## src/hw/rtl/accel_fifo_magnitude_windows_unit_assert.svh

```systemverilog
// assertion macros for the accelerometer magnitude window unit
`ifndef ACCEL_FIFO_MAGNITUDE_WINDOWS_UNIT_ASSERT_SVH
`define ACCEL_FIFO_MAGNITUDE_WINDOWS_UNIT_ASSERT_SVH

// same-cycle implication, disabled during reset
`define AFMW_ASSERT_IMP(label, clk, rstn, ante, cons, msg) \
  label: assert property (@(posedge clk) disable iff (!rstn) (ante) |-> (cons)) \
    else $error(msg);

// next-cycle implication, disabled during reset
`define AFMW_ASSERT_NXT(label, clk, rstn, ante, cons, msg) \
  label: assert property (@(posedge clk) disable iff (!rstn) (ante) |=> (cons)) \
    else $error(msg);

`endif

```

## src/hw/rtl/afmw_pkg.sv

```systemverilog
// shared constants and types of the accelerometer magnitude window unit
`default_nettype none

package afmw_pkg;

  localparam int unsigned ENTRY_W         = 24;
  localparam int unsigned OUT_W           = 20;
  localparam int unsigned MARKER_BIT      = 0;
  localparam int unsigned WINDOW_LOG2_DEF = 9;
  localparam int unsigned SAMPLE_BITS_DEF = 20;

  // window averages that complete with one magnitude
  typedef struct packed {
    logic             a_valid;
    logic [OUT_W-1:0] a;
    logic             b_valid;
    logic [OUT_W-1:0] b;
  } win_res_t;

endpackage

`default_nettype wire

```

## src/hw/rtl/afmw_window.sv

```systemverilog
// two magnitude window accumulators, window b offset by half a window
`default_nettype none

module afmw_window
  import afmw_pkg::*;
#(
  parameter int unsigned WINDOW_LOG2 = WINDOW_LOG2_DEF,
  parameter int unsigned SAMPLE_BITS = SAMPLE_BITS_DEF
) (
  input  wire logic                   clk_i,
  input  wire logic                   rst_ni,
  input  wire logic                   add_i,
  input  wire logic [SAMPLE_BITS-1:0] mag_i,
  output win_res_t                    res_o
);

  localparam int unsigned SUM_W = SAMPLE_BITS + WINDOW_LOG2;
  localparam logic [WINDOW_LOG2-1:0] HALF = {1'b1, {(WINDOW_LOG2-1){1'b0}}};

  logic [WINDOW_LOG2-1:0] cnt_a_q, cnt_b_q, cnt_a_d, cnt_b_d;
  logic [SUM_W-1:0]       sum_a_q, sum_b_q, sum_a_d, sum_b_d;
  logic                   full_a, full_b;

  assign sum_a_d = sum_a_q + SUM_W'(mag_i);
  assign sum_b_d = sum_b_q + SUM_W'(mag_i);
  assign cnt_a_d = cnt_a_q + 1'b1;
  assign cnt_b_d = cnt_b_q + 1'b1;
  assign full_a  = (cnt_a_d == '0);
  assign full_b  = (cnt_b_d == '0);

  always_comb begin
    res_o.a_valid = full_a;
    res_o.a       = full_a ? OUT_W'(sum_a_d[SUM_W-1:WINDOW_LOG2]) : '0;
    res_o.b_valid = full_b;
    res_o.b       = full_b ? OUT_W'(sum_b_d[SUM_W-1:WINDOW_LOG2]) : '0;
  end

  always_ff @(posedge clk_i or negedge rst_ni) begin
    if (!rst_ni) begin
      cnt_a_q <= '0;
      cnt_b_q <= HALF;
      sum_a_q <= '0;
      sum_b_q <= '0;
    end else if (add_i) begin
      cnt_a_q <= cnt_a_d;
      cnt_b_q <= cnt_b_d;
      sum_a_q <= full_a ? '0 : sum_a_d;
      sum_b_q <= full_b ? '0 : sum_b_d;
    end
  end

endmodule

`default_nettype wire

```

## config.mk

```make
export PLATFORM = sky130hd
export DESIGN_NAME = afmw_window
export DESIGN_NICKNAME = d
export VERILOG_FILES = /design/src/hw/rtl/accel_fifo_magnitude_windows_unit_assert.svh /design/src/hw/rtl/afmw_pkg.sv /design/src/hw/rtl/afmw_window.sv
export SDC_FILE = /design/constraint.sdc
export NUM_CORES = 1
export LEC_CHECK = 0
export ABC_AREA = 1
export ABC_CLOCK_PERIOD_IN_PS = 2300
export BUFFER_PORTS_ARGS = -buffer_cell sky130_fd_sc_hd__buf_2
export CAP_MARGIN = 20
export CORE_MARGIN = 3
export CORE_UTILIZATION = 29
export CTS_CLUSTER_SIZE = 8
export DETAILED_ROUTE_END_ITERATION = 8
export PLACE_DENSITY_LB_ADDON = 0.08
export SYNTH_ARGS = -nofsm -noshare
export SYNTH_HDL_FRONTEND = slang
export SYNTH_SLANG_ARGS = --single-unit
```

## constraint.sdc

```tcl
create_clock -name clk_i -period 2.3 [get_ports clk_i]
set_clock_uncertainty 0.2 [all_clocks]
set_input_delay 0.345 -clock clk_i [delete_from_list [all_inputs] [get_ports clk_i]]
set_output_delay 0.345 -clock clk_i [all_outputs]
set_load 0.02 [all_outputs]
```

==> reports/qor.csv <==
stage,metric,value,unit
timing,Fin Hold WS,0.114,ns
final_layout,antenna fix cells,0,
die,# rows,56,
routing,routed vias,8110,
timing,"Period Utilization, post-route",125,%
power,Seq pwr share,16.4,%
final_layout,Final nets,1546,
clock_tree,clock tree from TritonCTS,done,
routing,Pre-antenna DRT Iters,4,
critical_path,peak fanout along the critical path,3,
global_routing,vias in the first global route,7903,
timing,total negative slack,-19.32,ns
clock_tree,CTS buffer count,9,
routing,Via density,4.50,
timing,Pins Over Slew Limit,0,
final_layout,Area Growth Syn to Fin,73.6,%
status,status,"complete, but fails checks",
die,Core ar.,23800,um^2
routing,final WL,26500,um
clock_tree,Worst-Skew Late Latency,0.36,ns
routing,post-route ant nets,0,
timing,RSZ-0062 raised after global routing,true,
timing,min setup slack post-route,-0.572,ns
power,leakage power,6.34,nW
die,DIE HEIGHT,163,um
power,pwr/cell area,1240,nW/um^2
logic_synthesis,register area share after synthesis,26.7,%
timing,Final setup violation count,72,
timing,Hold Fails Final Rpt,0,
logic_synthesis,number of synthesized flops with an enable pin,0,
logic_synthesis,Cells after Synth,1219,
logic_synthesis,most common cell in the netlist,nand2_1,
logic_synthesis,area share of the largest cell type after synthesis,30.0,%
die,Die Wd,163,um
logic_synthesis,leading area contributor after synthesis,nand2_1,
routing,Iter 0 DRT Violations,379,
global_routing,gr busiest metal,met2,
min_path,hold path cells,2,
global_routing,largest net degree at the start of global routing,45,
final_layout,count of non-filler cells in the finished layout,1801,
logic_synthesis,post-synth cell types,30,
critical_path,critical path type,reg -> out,
routing,Routed wire per std cell,14.7,um
clock_tree,clock tree buffer depth,2,
power,switching pwr,7.29,mW
critical_path,WP data required,1.75,ns
power,total power,15.3,mW
place,final RePlAce weighted congestion,0.872,
power,sw frac,47.5,%
status,failing checks,setup timing,
final_layout,Final Util,51.9,%
final_layout,post-route cell area,12400,um^2
place,placed inst area,9050,um^2
routing,drt drc,0,
timing,Worst slew margin,63.9,%
global_routing,Total GRT Usage,19.4,%
timing,fmax,348,MHz
clock_tree,clk sink count,76,
critical_path,startpoint types,register,
timing,min Tclk post-route,2.87,ns
critical_path,WP data arrival,2.33,ns
clock_tree,CTS H-tree depth,3,
place,DP Cell Count,1725,
global_routing,met2 Usage GRT,32.1,%
clock_tree,Root Buffer,clkbuf_16,
critical_path,Worst Reg-to-Reg Cells,17,
place,dpl ws,-0.428,ns
power,total internal power,8.06,mW
logic_synthesis,ys flop type,dfrtp_1,
final_layout,share of layout cells above drive strength 1,47.8,%
logic_synthesis,syn_nets,1288,
die,Top Ports,65,
timing,Worst Max-Slew Pin Slew,0.542,ns
global_routing,GRT overflow,0,
job,Max Cap Violations,0,
global_routing,met1 Track Usage GR,27.1,%
clock_tree,clock transition at the registers of the reported paths,0.08,ns
logic_synthesis,"Cell Area, Synth",7130,um^2
die,initial core utilization,29.9,%
global_routing,met3 Use GR,2.62,%
place,IO Port Bufs,64,
logic_synthesis,Yosys warnings,0,
power,clock group share of total power,9.2,%
logic_synthesis,Yosys reg bits,76,
logic_synthesis,Synth area leaders,"nand2_1 30%, dfrtp_1 26%, inv_1 10%, ha_1 7.7%, nand3_1 5.1%",
place,DP HPWL,19000,um
global_routing,first-pass GRT wire length,40900,um
power,maximum VDD drop,0.000501,V
logic_synthesis,Synth top cells by count,"570 x nand2_1, 193 x inv_1, 82 x nor2_1, 75 x dfrtp_1, 73 x nand3_1",
critical_path,Worst setup EP type,primary output,
power,Logic pwr share,74.4,%
min_path,Tightest Hold Check Type,in -> reg,
die,DIE AREA,26500,um^2
logic_synthesis,"Async S/R FF share, synth",100,%
global_routing,initial antenna violation count,1,
logic_synthesis,Mean Syn Cell Area,5.85,um^2
-- cells by family (layout without fill, tap and decap cells) --
kind of cell	count (synthesis)	in the layout	share of synthesized area (%)
flops	76	76	26.7
simple gates	775	775	43.8
buf+inv	217	480	11.9
xor+xnor	33	33	4.06
compound gates	72	72	5.27
fa+ha+maj	46	46	8.29
-- final timing paths --
check,from,end,slack [ns]
worst max-delay path,sum_a_q[0],res_o[28],-0.57
worst min register to register,sum_a_q[0],sum_a_q[0],0.30
worst min-delay path,add_i,cnt_b_q[8],0.11
max in group asynchronous,rst_ni,sum_a_q[1],0.97
worst max register to register,sum_b_q[0],sum_b_q[22],-0.33
min in group asynchronous,rst_ni,sum_b_q[25],0.28
-- area by class of cell --
class                           count  area (um^2)
Clock buffer                       11          233
Multi-Input combinational cell    926         6680
Timing Repair Buffer              269         2350
Clock inverter                      5         37.5
Sequential cell                    76         1910
Tap cell                          319          399
Inverter                          195          754
Fill cell                        2390        11500
-- state kept, by name, indices dropped and copies added (netlist names) --
name / count
sum_a_q: 29
sum_b_q: 29
cnt_a_q: 9
cnt_b_q: 9
-- placed cells by master (no fill, tap or decap), types with 18 or more instances in the layout --
master,instances
nand2_1,398
buf_4,172
inv_1,166
nand2_2,120
dfrtp_1,69
buf_6,64
nand2_4,50
ha_4,40
nand3_2,35
nor2_2,32
nor2_1,30
nand3_1,25
inv_2,25
nor2_4,25
buf_2,21
a21oi_2,20
o21ai_0,18
-- critical path, stage by stage, from the launching register on --
cell     delay [ns]
dfrtp_1        0.39
ha_2           0.19
fa_2           0.37
nand3_2        0.09
nand3_4        0.09
nand2_1        0.09
nand2_2        0.09
a21oi_2        0.23
xnor2_2        0.15
and2_4         0.16
buf_4          0.13
-- per-layer routing --
layer,routed length [um],vias to the layer above,part of all wire (%)
li1,-,4233,-
met4,391,2,1.5
met3,905,26,3.4
met2,12400,108,47
met5,13,-,0.049
met1,12700,3741,48
-- timing repair --
action	CTS	global route
endpoints found under the setup margin	44	64
resized for setup	405	218
hold buffers	1	0
pin swaps	105	131
endpoints found under the hold margin	26	0
buffers inserted	27	35
cloned	2	3
-- power groups by stage --
stage | clock network [mW] | logic (mW) | registers, mW
3_5_place_dp | 0 | 7.52 | 2.32
3_3_place_gp | 0 | 7.52 | 2.32
5_1_grt | 1.51 | 12.5 | 2.57
6_report | 1.42 | 11.4 | 2.51
2_1_floorplan | 0 | 4.33 | 2.19
4_1_cts | 1.47 | 9.95 | 2.47
Power figures use the tool's default switching activity.
