### src/hw/rtl/accel_fifo_magnitude_windows_unit_assert.svh
// assertion macros for the accelerometer magnitude window unit
`ifndef ACCEL_FIFO_MAGNITUDE_WINDOWS_UNIT_ASSERT_SVH
`define ACCEL_FIFO_MAGNITUDE_WINDOWS_UNIT_ASSERT_SVH

// same-cycle implication, disabled during reset
`define AFMW_ASSERT_IMP(label, clk, rstn, ante, cons, msg) \
  label: assert property (@(posedge clk) disable iff (!rstn) (ante) |-> (cons)) \
    else $error(msg);

// next-cycle implication, disabled during reset
`define AFMW_ASSERT_NXT(label, clk, rstn, ante, cons, msg) \
  label: assert property (@(posedge clk) disable iff (!rstn) (ante) |=> (cons)) \
    else $error(msg);

`endif

### src/hw/rtl/afmw_pkg.sv
// shared constants and types of the accelerometer magnitude window unit
`default_nettype none

package afmw_pkg;

  localparam int unsigned ENTRY_W         = 24;
  localparam int unsigned OUT_W           = 20;
  localparam int unsigned MARKER_BIT      = 0;
  localparam int unsigned WINDOW_LOG2_DEF = 9;
  localparam int unsigned SAMPLE_BITS_DEF = 20;

  // window averages that complete with one magnitude
  typedef struct packed {
    logic             a_valid;
    logic [OUT_W-1:0] a;
    logic             b_valid;
    logic [OUT_W-1:0] b;
  } win_res_t;

endpackage

`default_nettype wire

### src/hw/rtl/afmw_sumsq.sv
// bit-serial sum of the three axis squares, one multiplier bit per cycle
`default_nettype none

module afmw_sumsq
  import afmw_pkg::*;
#(
  parameter int unsigned SAMPLE_BITS = SAMPLE_BITS_DEF
) (
  input  wire logic                     clk_i,
  input  wire logic                     rst_ni,
  input  wire logic                     start_i,
  input  wire logic [SAMPLE_BITS-1:0]   x_i,
  input  wire logic [SAMPLE_BITS-1:0]   y_i,
  input  wire logic [SAMPLE_BITS-1:0]   z_i,
  output logic                          done_o,
  output logic [2*SAMPLE_BITS-1:0]      sum_o
);

  localparam int unsigned ACC_W = 2 * SAMPLE_BITS;
  localparam int unsigned CNT_W = $clog2(SAMPLE_BITS + 1);

  function automatic logic [SAMPLE_BITS-1:0] mag_of(input logic [SAMPLE_BITS-1:0] v);
    mag_of = v[SAMPLE_BITS-1] ? (~v + 1'b1) : v;
  endfunction

  logic [ACC_W-1:0]       mx_q, my_q, mz_q;
  logic [SAMPLE_BITS-1:0] bx_q, by_q, bz_q;
  logic [ACC_W-1:0]       acc_q, acc_d;
  logic [CNT_W-1:0]       cnt_q;
  logic                   busy_q;
  logic                   done_q;

  // three partial products join the accumulator each cycle while busy
  assign acc_d = acc_q + (bx_q[0] ? mx_q : '0) + (by_q[0] ? my_q : '0)
               + (bz_q[0] ? mz_q : '0);

  always_ff @(posedge clk_i or negedge rst_ni) begin
    if (!rst_ni) begin
      busy_q <= 1'b0;
      done_q <= 1'b0;
      cnt_q  <= '0;
    end else begin
      done_q <= 1'b0;
      if (start_i) begin
        busy_q <= 1'b1;
        cnt_q  <= CNT_W'(SAMPLE_BITS);
      end else if (busy_q) begin
        cnt_q <= cnt_q - 1'b1;
        if (cnt_q == CNT_W'(1)) begin
          busy_q <= 1'b0;
          done_q <= 1'b1;
        end
      end
    end
  end

  always_ff @(posedge clk_i) begin
    if (start_i) begin
      mx_q  <= ACC_W'(mag_of(x_i));
      my_q  <= ACC_W'(mag_of(y_i));
      mz_q  <= ACC_W'(mag_of(z_i));
      bx_q  <= mag_of(x_i);
      by_q  <= mag_of(y_i);
      bz_q  <= mag_of(z_i);
      acc_q <= '0;
    end else if (busy_q) begin
      mx_q  <= mx_q << 1;
      my_q  <= my_q << 1;
      mz_q  <= mz_q << 1;
      bx_q  <= bx_q >> 1;
      by_q  <= by_q >> 1;
      bz_q  <= bz_q >> 1;
      acc_q <= acc_d;
    end
  end

  assign done_o = done_q;
  assign sum_o  = acc_q;

endmodule

`default_nettype wire

### config.mk
export PLATFORM = sky130hd
export DESIGN_NAME = afmw_sumsq
export DESIGN_NICKNAME = d
export VERILOG_FILES = /design/src/hw/rtl/accel_fifo_magnitude_windows_unit_assert.svh /design/src/hw/rtl/afmw_pkg.sv /design/src/hw/rtl/afmw_sumsq.sv
export SDC_FILE = /design/constraint.sdc
export NUM_CORES = 1
export LEC_CHECK = 0
export BUFFER_PORTS_ARGS = -buffer_cell sky130_fd_sc_hd__buf_2
export CAP_MARGIN = 20
export CORE_ASPECT_RATIO = 0.6
export CORE_MARGIN = 10
export CORE_UTILIZATION = 40
export CTS_BUF_LIST = sky130_fd_sc_hd__clkbuf_16
export CTS_CLUSTER_SIZE = 28
export DETAILED_ROUTE_END_ITERATION = 7
export GPL_ROUTABILITY_DRIVEN = 0
export PLACE_DENSITY = 0.67
export SLEW_MARGIN = 30
export SYNTH_ARGS = -nofsm -noshare
export SYNTH_HDL_FRONTEND = slang
export SYNTH_SLANG_ARGS = --single-unit
### constraint.sdc
create_clock -name clk_i -period 6.95 [get_ports clk_i]
set_input_delay 0.3475 -clock clk_i [delete_from_list [all_inputs] [get_ports clk_i]]
set_output_delay 0.3475 -clock clk_i [all_outputs]
set_load 0.01 [all_outputs]
==> flow_metrics.tcl, run 1 <==
set metrics [dict create \
    cp.required_ps 7320 \
    critPathLaunchType "register" \
    first_pass_iters 7 \
    r2r_setup_slack_ps 2170 \
    drt_iter0_drc 1058 \
    skew_ps 18.4 \
    fmax_mhz 209 \
    via_per_inst 5.43 \
    async_flop_share 0.0308 \
    path_cells "nand2_1 -> fa_1 -> fa_1 -> inv_1 -> ha_1 -> inv_1 -> fa_1 -> nor2b_1 -> o2111ai_1 -> a211oi_1 -> nor2_1 -> o21ai_0 -> a21oi_1 -> xor2_1 -> o22ai_1" \
    diodes 0 \
    post_cts_resized 0 \
    antenna_found_initial 0 \
    syn_area_um2 14300 \
    period_needed_ps 4780 \
    boundaryPins 104 \
    final_core_util 0.454 \
    synth_commonest_cells "nand2_1 (209), inv_1 (126), edfxtp_1 (120)" \
    antenna_left 0 \
    endpoint "sum_o[27]" \
    clock_path_buffers 3 \
    critPathCaptureType "register" \
    power.density_nw_per_um2 312 \
    slew_viol_final 0 \
    die_w_um 264 \
    ys.flop_type "edfxtp_1" \
    cts_hold_buf 1 \
    hp-class "input port to register" \
    rsz0062_at_grt "false" \
    finalCritPeriodShare 0.688 \
    crit_family "adder cells" \
    path_buf_inv 2 \
    rows 53 \
    syn_avg_cell_area_um2 9.71 \
    arrival_ps 5150 \
    status "finished clean" \
    synth_seq_cells 227 \
    grt_pass1_vias 10400 \
    grt_pass1_wl_um 59600 \
    max-slew-margin-rel 0.320 \
    dieArea_um2 43800 \
    hold_violations 0 \
    yosys_warnings 0 \
    worstSetupPathType "register to register" \
    die_h_um 166 \
    cts_sinks 227 \
    startpoint "bx_q[0]" \
    vdd_drop_max_mv 0.190 \
    synth_cells 1469 \
    layout.nets 1717 \
    worst-slew-pin-transition_ps 1010 \
    gr-usage-all-layers 0.166 \
    cpPeakStageDelay_ps 700 \
    worstReg2RegStart "bx_q[0]" \
    leakagePower_nw 6.93 \
    hpwl_um 28800 \
    tns_ps 0 \
    seq_area_frac_synth 0.405 \
    cts-buffers-inserted 23 \
    drc 0 \
    cts_tree "built" \
    wl_um 37400 \
    grt-ovfl-total 0 \
    syn_nets 1654 \
    path_clk_slew_ps 60 \
    clock_latency_ps 540 \
    syn_to_final_growth_pct 11.7 \
    cts_root_buf "clkbuf_16" \
    post_cts.repair.setup_buffers 0 \
    cts-htree-levels 1 \
    io_buffer_count 103 \
    setup_violations 0 \
    core_um2 35100 \
    start_util 0.406 \
    crit_top_cell "fa_1" \
    synth_top_area_share 0.253 \
    avgRoutedWirePerCell_um 18.6 \
    ff2ff_path_depth 15 \
    drv_cap 0 \
    drive_above_1_share 0.104 \
    regToRegEndpoint "sum_o[27]" \
    yosys-top-cells-area "edfxtp_1 (25%), dfxtp_1 (14%), fa_1 (11%)" \
    holdWs_ps 149 \
    grt_max_degree 178 \
    synthDistinctLibCells 59 \
    vias 10900 \
    crit_fanout 18 \
    cp_num_cells 15 \
    slowest_stage "edfxtp_1" \
    synth_most_common_cell "nand2_1" \
    synth_top_area_cell "edfxtp_1" \
    synth_edf_count 120 \
]
==> cells by family after synthesis <==
family,count (synthesis),synth area share
adders and majority gates,122,0.148
buffers and inverters,198,0.0529
DFF,227,0.405
and+or+nand+nor,423,0.131
muxes,71,0.0498
AOI/OAI and AO/OA,341,0.159
xor gates and xnor gates,87,0.0534
==> worst register-to-register path, delay by kind of cell, from the launching register on <==
family / cells / cell delay (ps)
buf+inv: 2 / 120
xor+xnor: 1 / 220
fa+ha+maj: 4 / 1580
compound gates: 5 / 1460
flops: 1 / 700
simple gates: 3 / 520
==> state kept, by name (all words and copies together) (netlist names), 5 cells and up <==
register / flops
mx_q: 40
my_q: 40
mz_q: 40
sum_o: 40
bx_q: 20
by_q: 20
bz_q: 20
cnt_q: 5
==> placed cells by master (no fill, tap or decap), types with 4 or more instances in the layout <==
master,netlist,layout
nor4_1,8,8
clkinv_2,0,4
inv_1,126,127
o31ai_1,19,19
a21oi_1,59,59
nor2b_1,7,7
o21bai_1,9,9
o22ai_1,21,21
buf_4,1,5
nor3_1,10,10
o41ai_1,10,10
nand4_1,14,14
a211oi_1,8,8
dfxtp_1,100,100
nand2_1,209,209
dfrtp_1,7,6
o211ai_1,5,5
nand3_1,14,14
xor2_1,60,60
a31oi_1,7,7
o21a_1,113,113
and3_1,11,11
mux2i_1,71,71
and2_1,14,14
a21o_1,21,21
buf_2,0,102
nor2_1,113,113
ha_1,44,44
xnor2_1,27,27
or4_1,5,5
fa_1,78,78
edfxtp_1,120,120
o21ai_0,56,56
clkbuf_16,0,23
==> final cells by class <==
type	count	area (µm²)
clock buffers	23	576
clock inverters	19	200
fillers	3294	19100
inverters	126	475
multi-input cells	1044	7720
flip-flops and latches	227	5780
well taps	467	584
repair buffers	110	589
==> worst min path at each step <==
stage / start / end / slack, ps / cells after the start
5_1_grt: x_i[18] / bx_q[19] / 140 / 2
2_1_floorplan: rst_ni / busy_q / 50 / 0
3_3_place_gp: rst_ni / done_o / 190 / 1
4_1_cts: x_i[18] / bx_q[19] / 130 / 2
3_5_place_dp: rst_ni / done_o / 190 / 1
6_report: x_i[18] / bx_q[19] / 150 / 2
==> metrics by stage <==
stage	instance area [µm²]	std cells	total power (W)	setup slack, ps
after global routing	15900	2016	0.00531	1950
after global placement	15100	1973	0.00365	2450
after floorplan	14300	1469	0.00314	2150
after CTS	15900	2016	0.00497	2250
final	15900	2016	0.00497	2170
after detailed placement	15100	1973	0.00368	2290
==> report_power, final <==
part           leakage, nW  internal [W]  switching, W
logic                 4.41      0.000773       0.00122
clock network        0.388      0.000728      0.000551
registers             2.14       0.00158      0.000121
total                 6.93       0.00308       0.00189
==> routing by layer <==
layer  vias to the layer above  global-route usage  wire length, µm
met5                         -                   0                0
met4                         0              0.0312              627
met3                        43              0.0426             3440
met2                       412               0.221            14600
met1                      5296               0.261            18700
li1                       5186                   -                -
No activity file was read; power rests on OpenSTA's default activity.
==> run 2: changes to the inputs <==
clock period = 4.5 ns   (was 6.95 ns; I/O delays follow)
==> run 2 against run 1 <==
  * Critical path depth is 1 lower
  * Non-clock buffer count rose by 12
  * Sequential cell count stayed put
==> flow_metrics.tcl, run 2 (same netlist as run 1, synthesis figures left out) <==
set metrics [dict create \
    status "finished clean" \
    layout.nets 1729 \
    hold_violations 0 \
    placed_cells 1985 \
    antenna_found_initial 0 \
    worstReg2RegStart "bx_q[0]" \
    gr-usage-all-layers 0.169 \
    finalCritPeriodShare 0.944 \
    diodes 0 \
    cts-htree-levels 1 \
    worstSetupPathType "register to register" \
    skew_ps 10.2 \
    drv_cap 0 \
    final_cell_mix "nand2_1 (209), inv_1 (134), edfxtp_1 (120)" \
    slowest_stage "o32ai_1" \
    wl_um 38100 \
    worst-slew-pin-transition_ps 928 \
    grt-ovfl-total 0 \
    pre_cts_slack_ps 221 \
    critPathLaunchType "register" \
    io_buffer_count 103 \
    critPathCaptureType "register" \
    period_needed_ps 4250 \
    rsz0062_at_grt "false" \
    hp-class "input port to register" \
    post_cts.repair.setup_buffers 0 \
    first_pass_iters 6 \
    cp.required_ps 4880 \
    slew_viol_final 0 \
    vias 11200 \
    via_per_inst 5.50 \
    die_w_um 264 \
    path_cells "buf_4 -> nand2_1 -> fa_1 -> fa_1 -> inv_1 -> ha_1 -> a21o_1 -> a21oi_1 -> a211oi_1 -> o32ai_1 -> o21bai_1 -> a21oi_1 -> xor2_1 -> o22ai_1" \
    crit_fanout 16 \
    path_clk_slew_ps 70 \
    avgRoutedWirePerCell_um 18.8 \
    antenna_left 0 \
    die_h_um 166 \
    cts_root_buf "clkbuf_16" \
    start_util 0.406 \
    cts_sinks 227 \
    drc 0 \
    final_cells 2028 \
    fin_ws_ps 250 \
    final_core_util 0.456 \
    arrival_ps 4630 \
    vdd_drop_max_mv 0.258 \
    tns_ps 0 \
    layout_commonest_cell "nand2_1" \
    grt_pass1_vias 10600 \
    clock_path_buffers 3 \
    hp-start "x_i[18]" \
    grt_pass1_wl_um 60500 \
    clock_latency_ps 540 \
    grt_max_degree 133 \
    cpPeakStageDelay_ps 600 \
    rows 53 \
    cts-buffers-inserted 23 \
    drt_iter0_drc 1233 \
    dieArea_um2 43800 \
    fmax_mhz 235 \
    power.density_nw_per_um2 476 \
    syn_to_final_growth_pct 12.1 \
    cts_tree "built" \
    startpoint "bx_q[0]" \
    drive_above_1_share 0.108 \
    hpwl_um 29300 \
    max-slew-margin-rel 0.381 \
    core_um2 35100 \
    setup_violations 0 \
    leakagePower_nw 6.99 \
    boundaryPins 104 \
]
-- run 2: cell types whose count changed in the layout (fill, tap and decap cells not counted), sizes merged --
cell and change:
buf +12, bufinv -2, clkbuf +1, clkinv -6, inv +7
-- run 2: cell type report --
type                    instances  area [µm²]
clock buffers                  24         601
clock inverters                18         116
fillers                      3310       19100
inverters                     126         475
multi-input cells            1044        7730
flip-flops and latches        227        5780
well taps                     467         584
repair buffers                122         699
-- run 2: metal layers --
metal	wire, µm	track usage	part of all wire	vias up
li1	-	-	-	5205
met1	19100	0.263	0.50	5433
met2	14800	0.224	0.39	465
met3	3530	0.0460	0.093	59
met4	663	0.0275	0.017	0
met5	0	0	0	-
-- run 2: per-stage QoR --
| stage | area, µm² | hold WS, ps | power (W) |
|---|---|---|---|
| after floorplan | 14300 | -70.6 | 0.00485 |
| after global placement | 15300 | 64.3 | 0.00567 |
| after detailed placement | 15300 | 68.7 | 0.00572 |
| after CTS | 16000 | 22.6 | 0.00760 |
| after global routing | 16000 | 27.6 | 0.00811 |
| final | 16000 | 43.4 | 0.00762 |
-- run 2: what timing repair did --
action	in CTS	in global routing
setup endpoints to repair	0	1
resized for setup	0	3
endpoints found under the hold margin	7	0
hold buffers	1	0
-- run 2: power breakdown --
| group | internal [W] | total [W] | switching [W] |
|---|---|---|---|
| registers | 0.00244 | 0.00263 | 0.000182 |
| clock network | 0.00103 | 0.00186 | 0.000829 |
| logic | 0.00121 | 0.00314 | 0.00193 |
-- run 2: worst paths after layout --
kind | cells past startpoint | slack [ps] | endpoint
max | 14 | 250 | sum_o[31]
min | 2 | 40 | bx_q[19]
max reg2reg | 14 | 250 | sum_o[31]
min reg2reg | 2 | 500 | sum_o[2]
max in group asynchronous | 2 | 4260 | busy_q
min in group asynchronous | 2 | 60 | done_o
-- run 2: critical path, delay by kind of cell, from the launching register on --
family	cells	cell delay (ps)
AOI/OAI and AO/OA	7	1730
adders and majority gates	3	1400
DFF	1	420
buffers and inverters	2	280
xor gates and xnor gates	1	160
and+or+nand+nor	1	100
