[src/hw/rtl/accel_fifo_magnitude_windows_unit_assert.svh]
// assertion macros for the accelerometer magnitude window unit
`ifndef ACCEL_FIFO_MAGNITUDE_WINDOWS_UNIT_ASSERT_SVH
`define ACCEL_FIFO_MAGNITUDE_WINDOWS_UNIT_ASSERT_SVH

// same-cycle implication, disabled during reset
`define AFMW_ASSERT_IMP(label, clk, rstn, ante, cons, msg) \
  label: assert property (@(posedge clk) disable iff (!rstn) (ante) |-> (cons)) \
    else $error(msg);

// next-cycle implication, disabled during reset
`define AFMW_ASSERT_NXT(label, clk, rstn, ante, cons, msg) \
  label: assert property (@(posedge clk) disable iff (!rstn) (ante) |=> (cons)) \
    else $error(msg);

`endif

[src/hw/rtl/afmw_pkg.sv]
// shared constants and types of the accelerometer magnitude window unit
`default_nettype none

package afmw_pkg;

  localparam int unsigned ENTRY_W         = 24;
  localparam int unsigned OUT_W           = 20;
  localparam int unsigned MARKER_BIT      = 0;
  localparam int unsigned WINDOW_LOG2_DEF = 9;
  localparam int unsigned SAMPLE_BITS_DEF = 20;

  // window averages that complete with one magnitude
  typedef struct packed {
    logic             a_valid;
    logic [OUT_W-1:0] a;
    logic             b_valid;
    logic [OUT_W-1:0] b;
  } win_res_t;

endpackage

`default_nettype wire

[src/hw/rtl/afmw_isqrt.sv]
// restoring integer square root, one root bit per cycle
`default_nettype none

module afmw_isqrt
  import afmw_pkg::*;
#(
  parameter int unsigned SAMPLE_BITS = SAMPLE_BITS_DEF
) (
  input  wire logic                     clk_i,
  input  wire logic                     rst_ni,
  input  wire logic                     start_i,
  input  wire logic [2*SAMPLE_BITS-1:0] radicand_i,
  output logic                          done_o,
  output logic [SAMPLE_BITS-1:0]        root_o
);

  localparam int unsigned ACC_W = 2 * SAMPLE_BITS;
  localparam int unsigned RW    = SAMPLE_BITS;
  localparam int unsigned REM_W = RW + 2;
  localparam int unsigned TRY_W = REM_W + 2;
  localparam int unsigned CNT_W = $clog2(SAMPLE_BITS + 1);

  logic [ACC_W-1:0] n_q;
  logic [REM_W-1:0] rem_q;
  logic [RW-1:0]    root_q;
  logic [CNT_W-1:0] cnt_q;
  logic             busy_q;
  logic             done_q;

  logic [TRY_W-1:0] rem_sh;
  logic [TRY_W-1:0] trial;
  logic [TRY_W-1:0] diff;
  logic             fits;

  // bring down the next two radicand bits and try root*4+1
  assign rem_sh = {rem_q, n_q[ACC_W-1 -: 2]};
  assign trial  = TRY_W'({root_q, 2'b01});
  assign diff   = rem_sh - trial;
  assign fits   = (rem_sh >= trial);

  always_ff @(posedge clk_i or negedge rst_ni) begin
    if (!rst_ni) begin
      busy_q <= 1'b0;
      done_q <= 1'b0;
      cnt_q  <= '0;
    end else begin
      done_q <= 1'b0;
      if (start_i) begin
        busy_q <= 1'b1;
        cnt_q  <= CNT_W'(SAMPLE_BITS);
      end else if (busy_q) begin
        cnt_q <= cnt_q - 1'b1;
        if (cnt_q == CNT_W'(1)) begin
          busy_q <= 1'b0;
          done_q <= 1'b1;
        end
      end
    end
  end

  always_ff @(posedge clk_i) begin
    if (start_i) begin
      n_q    <= radicand_i;
      rem_q  <= '0;
      root_q <= '0;
    end else if (busy_q) begin
      n_q    <= n_q << 2;
      rem_q  <= fits ? diff[REM_W-1:0] : rem_sh[REM_W-1:0];
      root_q <= {root_q[RW-2:0], fits};
    end
  end

  assign done_o = done_q;
  assign root_o = root_q;

endmodule

`default_nettype wire

[config.mk]
export PLATFORM = sky130hd
export DESIGN_NAME = afmw_isqrt
export DESIGN_NICKNAME = d
export VERILOG_FILES = /design/src/hw/rtl/accel_fifo_magnitude_windows_unit_assert.svh /design/src/hw/rtl/afmw_pkg.sv /design/src/hw/rtl/afmw_isqrt.sv
export SDC_FILE = /design/constraint.sdc
export NUM_CORES = 1
export LEC_CHECK = 0
export ABC_AREA = 1
export BUFFER_PORTS_ARGS = -buffer_cell sky130_fd_sc_hd__buf_2
export CAP_MARGIN = 15
export CORE_UTILIZATION = 50
export DETAILED_ROUTE_END_ITERATION = 12
export PLACE_DENSITY = 0.71
export SLEW_MARGIN = 20
export SYNTH_ARGS = -nofsm -noshare
export SYNTH_HDL_FRONTEND = slang
export SYNTH_SLANG_ARGS = --single-unit
[constraint.sdc]
create_clock -name clk_i -period 5 [get_ports clk_i]
set_input_delay 0.5 -clock clk_i [delete_from_list [all_inputs] [get_ports clk_i]]
set_output_delay 0.5 -clock clk_i [all_outputs]
set_load 0.005 [all_outputs]
==> impl_metrics.json, run 1 <==
{
  "layout.nets": 807,
  "worst_ep_arrival_time_ns": 2.71,
  "r2r_end": "rem_q[5]$_SDFFE_PP0P_",
  "yosys.area_share.adder_pct": 6.033,
  "globalRoute.totalOverflow": 0,
  "r2r_slack_ns": 2.60,
  "worst-setup-path-type": "flop to flop",
  "cts.root.buffer_cell": "clkbuf_8",
  "crit_start": "root_o[12]$_SDFFE_PP0P_",
  "global_placement_routability_congestion": 0.9251,
  "die_h_um": 101.8,
  "end_kind": "flop",
  "synth.yosys.seq_area_share_pct": 44.54,
  "cts_tree": "done",
  "stdcell_area_sq_um": 5623,
  "outcome": "complete, no violations",
  "standard_cell_core_area_sq_um": 9729,
  "worst-path-max-fanout": 27,
  "syn-mean-instance-area_sq_um": 7.309,
  "clk_pin_slew_ns": 0.09,
  "via_count": 4297,
  "grt_start_max_net_pins": 53,
  "finalCriticalPeriod_ns": 2.404,
  "synth.lib_cells_used.distinct": 30,
  "final.setup_skew_ns": 0.008657,
  "synthesis.instances": 681,
  "clock_latency_ns": 0.36,
  "initial_utilization_pct": 51.16,
  "async_set_or_reset_register_ratio_after_synthesis_pct": 7.865,
  "yosys_most_used_dff": "dfxtp_1",
  "ios": 64,
  "timing.final.crit_share_pct": 48.07,
  "finalPower_uw": 3116,
  "max-clock-path-buffers": 2,
  "yosys_register_bits": 89,
  "achievable-frequency_ghz": 0.4161,
  "final_critical_path_setup_slack_ns": 2.596,
  "dp.final_hpwl_mm": 8.048,
  "synthesis.yosys.warnings": 0,
  "route.final.wire_length_mm": 10.89,
  "setup-tns-final_ns": 0,
  "finish_stage_setup_viols": 0,
  "synth.area.mux_share_pct": 0,
  "hold_viol": 0,
  "cts_buffers": 9,
  "buffer_ports.inserted": 63,
  "worstReg2RegStart": "root_o[12]$_SDFFE_PP0P_",
  "area_growth_syn_to_layout_pct": 12.97,
  "detail-route-antenna-nets": 0,
  "std_cell_rows": 36,
  "antenna_violations_before_repair": 0,
  "synth_compound_gate_area_share_pct": 6.913,
  "drv_cap": 0,
  "drc": 0,
  "antenna_diode_count": 0,
  "worst_hold_path_type": "input pin to flop",
  "routedWlPerCell_um": 12.40,
  "leakage_power_figure_uw": 0.002932,
  "worst_rel_slew_slack_pct": 38.44,
  "dieWidth_um": 101.8,
  "combinational_family_with_the_most_area_after_synthesis": "simple AND/OR/NAND/NOR gates",
  "worstRegToRegCells": 15,
  "preCtsSetupSlack_ns": 2.258,
  "hold_ws_ns": 0.3952,
  "critical_path.endpoint": "rem_q[5]$_SDFFE_PP0P_",
  "dpl_cell_area_sq_um": 5390,
  "worstSetupStartpointType": "flop",
  "die-area_sq_um": 10360,
  "drt_iter0_markers": 201,
  "postCtsSetupBuffers": 0,
  "power_per_cell_area_nw_per_um2": 554.1,
  "grt_first_pass_wirelength_mm": 18.89,
  "clock_sink_count": 89,
  "synth-edff-count": 40,
  "total_number_of_h_tree_levels": 3,
  "grt_setup_unrepaired": "no",
  "slew_violations": 0,
  "worst_pin_slew_ns": 0.9200,
  "drive_above_1_share_pct": 13.29,
  "groute.usage.overall_pct": 23.55,
  "drt_first_pass_iters": 5,
  "post_synth_and_or_nand_nor_area_fraction_pct": 31.75,
  "peakVddDrop_uv": 181.0,
  "syn_area_sq_um": 4977,
  "synth_xor_area_share_pct": 2.288,
  "drt-vias-per-instance": 4.894,
  "hold_depth": 3,
  "syn_nets": 748,
  "via_count_of_the_first_global_routing_pass": 4174,
  "cp.required_ns": 5.31
}
-- what timing repair did --
item                                    4_1_cts  5_1_grt
gates resized for setup                       0        0
hold buffers                                  1        0
endpoints found under the setup margin        0        0
endpoints found under the hold margin         7        0
-- sequential cells by signal, summed over array words and instances (netlist names) --
register and count:
cnt_q 5, busy_q 1, done_o 1, n_q 40
root_o 20, rem_q 22
-- critical path: stages (launching register included) --
cell     delay, ns
dfxtp_1       0.33
inv_1         0.07
ha_1          0.37
nand2_1       0.14
inv_1         0.06
nand2_1       0.07
nand2_1       0.08
inv_1         0.07
nand2_1       0.06
nand2_1       0.10
nand4_4       0.37
inv_1         0.31
nand2_1       0.07
nand2_1       0.06
nand2_1       0.07
nand2_1       0.10
-- synthesized netlist by cell type (all sizes together), types with 2 or more instances --
cell type / number / area (sq um)
o211ai: 6 / 45.04
inv: 90 / 337.8
ha: 24 / 300.3
nor2: 44 / 200.2
nand2: 304 / 1154
buf: 5 / 35.03
dfrtp: 7 / 175.2
xnor2: 5 / 43.79
nand4: 7 / 58.81
a21oi: 20 / 103.9
edfxtp: 40 / 1201
xor2: 8 / 70.07
o22ai: 20 / 125.1
nand3: 29 / 145.1
o21ai: 11 / 55.05
dfxtp: 42 / 840.8
clkbuf: 13 / 48.80
nor3: 2 / 10.01
-- cell type report --
| class | instances | area [sq um] |
|---|---|---|
| fill | 981 | 4106 |
| multi-input combinational | 484 | 2338 |
| sequential | 89 | 2217 |
| timing repair buffer | 66 | 340.3 |
| inverter | 90 | 337.8 |
| tap | 133 | 166.4 |
| clock buffer | 12 | 145.1 |
| clock inverter | 4 | 77.57 |
-- stage by stage --
stage	utilization (%)	instances
5_1_grt	57.79	878
4_1_cts	57.79	878
3_3_place_gp	55.40	861
6_report	57.79	878
3_5_place_dp	55.40	861
2_1_floorplan	-	681
-- logic make-up (layout without fill, tap and decap cells) --
logic type,count (synthesis),after routing
compound gates,59,59
buf+inv,108,172
simple gates,388,388
flops,89,89
xor+xnor,13,13
fa+ha+maj,24,24
-- report_power, final --
part | switching (uW) | internal [uW]
sequential | 75.7 | 882
combinational | 1030 | 571
clock | 260 | 298
-- layer usage --
layer	track usage (%)	wire length, um	part of all wire, %
met5	0	0	0
met4	9.922	269	2.5
met3	5.176	460	4.2
met2	37.68	5031	46
met1	30.81	5124	47
-- worst min path at each step --
stage                       start              endpoint  slack (ns)
floorplan                  rst_ni      busy_q$_DFF_PN0_        0.20
global placement           rst_ni  cnt_q[2]$_DFFE_PN0P_        0.34
detailed placement         rst_ni  cnt_q[2]$_DFFE_PN0P_        0.34
CTS                 radicand_i[0]  n_q[0]$_SDFFCE_PN0P_        0.38
global route        radicand_i[0]  n_q[0]$_SDFFCE_PN0P_        0.37
finish              radicand_i[0]  n_q[0]$_SDFFCE_PN0P_        0.40
-- layout by cell type, fill, tap and decap left out, drive strengths merged --
master,instances
clkinv,2
o21ai,11
nand4,7
ha,24
edfxtp,40
o22ai,20
and2,1
o21a,1
nand2,304
xnor2,5
nor2,44
xor2,8
a21oi,20
dfrtp,7
buf,65
nor3,2
nand3,29
o211ai,6
inv,90
dlygate4sd3,1
bufinv,2
dfxtp,42
o21bai,1
clkbuf,12
nor4,1
Note: power is estimated with default switching activity, not from simulation.
==> run 2: changes to the inputs <==
Settings changed: ABC_AREA 1 to 0.
Clock period 5 ns to 2.3 ns, I/O delays scaled along.
==> run 2 against run 1 <==
  * The run now ends with negative setup slack left
  * Sequential share of layout area is 6.3 points lower
  * Power grew to 2.7 times the previous value
  * Clock power is 79% higher
  * Sequential cell count stayed put
  * Hold slack worse by 0.26 ns
  * Design area is 20% higher
  * Core utilization is 12 points higher
  * Sequential power is 120% higher
  * Clock skew is 0.0035 ns higher
  * First-iteration DRC count is 5.0% higher
  * Combinational power grew to 3.4 times the previous value
  * Via count is 1.3% lower
  * Critical path type unchanged
==> impl_metrics.json, run 2 <==
{
  "outcome": "finished, violations left",
  "violations_in_the_final_reports": "negative setup slack",
  "post-place-cells": 740,
  "synthesis.yosys.warnings": 0,
  "drt-vias-per-instance": 5.498,
  "worst_rel_slew_slack_pct": 72.57,
  "achievable-frequency_ghz": 0.4200,
  "cts_buffers": 9,
  "dpl_cell_area_sq_um": 6071,
  "worst-path-max-fanout": 5,
  "syn-mean-instance-area_sq_um": 10.36,
  "finish_stage_setup_viols": 18,
  "area_growth_syn_to_layout_pct": 35.59,
  "worst_ep_arrival_time_ns": 2.69,
  "yosys.area_share.adder_pct": 6.041,
  "max-clock-path-buffers": 2,
  "cts.root.buffer_cell": "clkbuf_8",
  "antenna_violations_before_repair": 0,
  "worstReg2RegStart": "root_o[7]$_SDFFE_PP0P_",
  "syn_nets": 547,
  "post_synth_and_or_nand_nor_area_fraction_pct": 12.01,
  "syn_area_sq_um": 4971,
  "grt_setup_unrepaired": "yes",
  "synth.yosys.seq_area_share_pct": 44.60,
  "drive_above_1_share_pct": 45.61,
  "total_number_of_h_tree_levels": 3,
  "min-delay-start": "radicand_i[1]",
  "buffer_ports.inserted": 63,
  "route.final.wire_length_mm": 12.02,
  "groute.usage.overall_pct": 24.02,
  "timing.final.crit_share_pct": 103.5,
  "dieWidth_um": 101.7,
  "clk_pin_slew_ns": 0.10,
  "hold-path-endpoint": "n_q[1]$_SDFFCE_PN0P_",
  "globalRoute.totalOverflow": 0,
  "r2r_slack_ns": -0.08,
  "cp.required_ns": 2.61,
  "worst-setup-path-type": "flop to flop",
  "routedWlPerCell_um": 15.59,
  "worst_hold_path_type": "input pin to flop",
  "yosys_register_bits": 89,
  "worstRegToRegCells": 9,
  "combinational_family_with_the_most_area_after_synthesis": "compound AO/OA/AOI/OAI gates",
  "final.setup_skew_ns": 0.01211,
  "drt_iter0_markers": 211,
  "most_common_library_cell_in_the_layout_ignoring_fill_and_taps": "buf_4",
  "die_h_um": 101.7,
  "peakVddDrop_uv": 649.4,
  "yosys_most_used_dff": "dfxtp_1",
  "synth_compound_gate_area_share_pct": 15.15,
  "yosysTopAreaCellShare_pct": 24.16,
  "worstSetupStartpointType": "flop",
  "stdcell_area_sq_um": 6740,
  "slew_violations": 0,
  "yosysMostFrequentCell": "nor2_1",
  "setup-tns-final_ns": -0.7576,
  "drt_first_pass_iters": 5,
  "layout.nets": 700,
  "power_per_cell_area_nw_per_um2": 1257,
  "drc": 0,
  "synthesis.instances": 480,
  "grt_first_pass_wirelength_mm": 19.19,
  "detail-route-antenna-nets": 0,
  "final_critical_path_setup_slack_ns": -0.08098,
  "antenna_diode_count": 0,
  "leakage_power_figure_uw": 0.003009,
  "stdcell_count": 771,
  "r2r_end": "rem_q[20]$_SDFFE_PP0P_",
  "final_core_util_pct": 69.60,
  "flip_flop_count_of_the_largest_register_after_layout": 40,
  "worst_pin_slew_ns": 0.4106,
  "synth.area.mux_share_pct": 14.88,
  "std_cell_rows": 36,
  "grt_start_max_net_pins": 39,
  "standard_cell_core_area_sq_um": 9684,
  "largest-register": "n_q",
  "post_synth_main_area_contributors": "edfxtp_1, dfxtp_1, mux2_2",
  "initial_utilization_pct": 51.33,
  "hold_viol": 0,
  "clock_latency_ns": 0.36,
  "via_count_of_the_first_global_routing_pass": 4122,
  "die-area_sq_um": 10340,
  "hold_depth": 2,
  "netlist_top_cells_count": "nor2_1, dfxtp_1, edfxtp_1, mux2_2, inv_1",
  "clock_sink_count": 89,
  "synth.lib_cells_used.distinct": 60,
  "cts_tree": "done",
  "finalCriticalPeriod_ns": 2.381,
  "via_count": 4239,
  "synth_area_leader": "edfxtp_1",
  "ios": 64,
  "global_placement_routability_congestion": 0.8774,
  "end_kind": "flop",
  "synth_xor_area_share_pct": 2.995,
  "dp.final_hpwl_mm": 8.282,
  "synth-edff-count": 40,
  "layout.cells.most_common_list": "buf_4, buf_2, nor2_1, edfxtp_1, mux2_2",
  "async_set_or_reset_register_ratio_after_synthesis_pct": 7.865,
  "drv_cap": 0
}
[run 2: worst max-delay path, stage by stage, from the launching register on]
cell,delay (ns)
dfxtp_2,0.35
inv_2,0.05
ha_4,0.27
nand4_1,0.14
or3_4,0.39
o21ai_4,0.17
a41oi_4,0.19
buf_6,0.20
or4_1,0.50
nand2_1,0.07
[run 2: how the worst max path moves through the flow]
stage / start / endpoint / depth (start not counted)
global placement: root_o[7]$_SDFFE_PP0P_ / rem_q[18]$_SDFFE_PP0P_ / 10
floorplan: root_o[9]$_SDFFE_PP0P_ / rem_q[17]$_SDFFE_PP0P_ / 8
CTS: root_o[13]$_SDFFE_PP0P_ / rem_q[18]$_SDFFE_PP0P_ / 9
global route: rem_q[13]$_SDFFE_PP0P_ / rem_q[5]$_SDFFE_PP0P_ / 10
detailed placement: root_o[6]$_SDFFE_PP0P_ / rem_q[17]$_SDFFE_PP0P_ / 9
finish: root_o[7]$_SDFFE_PP0P_ / rem_q[20]$_SDFFE_PP0P_ / 9
[run 2: area by class of cell]
cell class | count | area [sq um]
fillers | 725 | 2944
repair buffers | 164 | 1146
clock inverters | 7 | 52.55
inverters | 32 | 120.1
flip-flops and latches | 89 | 2235
multi-input cells | 337 | 2897
well taps | 133 | 166.4
clock buffers | 9 | 123.9
[run 2: cell families (layout without fill, tap and decap cells)]
group | count (synthesis) | after routing
xor+xnor | 17 | 17
compound gates | 102 | 102
simple gates | 125 | 125
mux | 69 | 69
buf+inv | 54 | 212
flops | 89 | 89
fa+ha+maj | 24 | 24
[run 2: power by group]
| group | switching (uW) | leakage, uW | internal [uW] |
|---|---|---|---|
| logic | 2540 | 0.00206 | 2820 |
| registers | 183 | 0.000858 | 1930 |
| clock network | 597 | 0.0000904 | 403 |
[run 2: repair_timing]
action / in CTS / in global routing
endpoints found under the hold margin: 7 / 0
hold buffers: 1 / 0
gates resized for setup: 38 / 49
setup buffers: 9 / 7
pin swaps: 19 / 29
cloned: 1 / 0
endpoints found under the setup margin: 18 / 22
[run 2: per-stage QoR]
step / worst slack, ns / total power (uW) / hold slack, ns
2_1_floorplan: 0.009165 / 4926 / -0.06559
3_3_place_gp: -0.06479 / 6290 / 0.06590
3_5_place_dp: -0.08529 / 6407 / 0.06818
4_1_cts: -0.03297 / 7900 / 0.1327
5_1_grt: -0.1718 / 9039 / 0.1410
6_report: -0.08098 / 8475 / 0.1394
[run 2: per-layer routing]
layer / global-route usage, % / wire, um / up-vias
li1: - / - / 2057
met1: 30.66 / 5361 / 2075
met2: 39.97 / 5957 / 89
met3: 4.555 / 496 / 18
met4: 9.810 / 206 / 0
met5: 0 / 0 / -
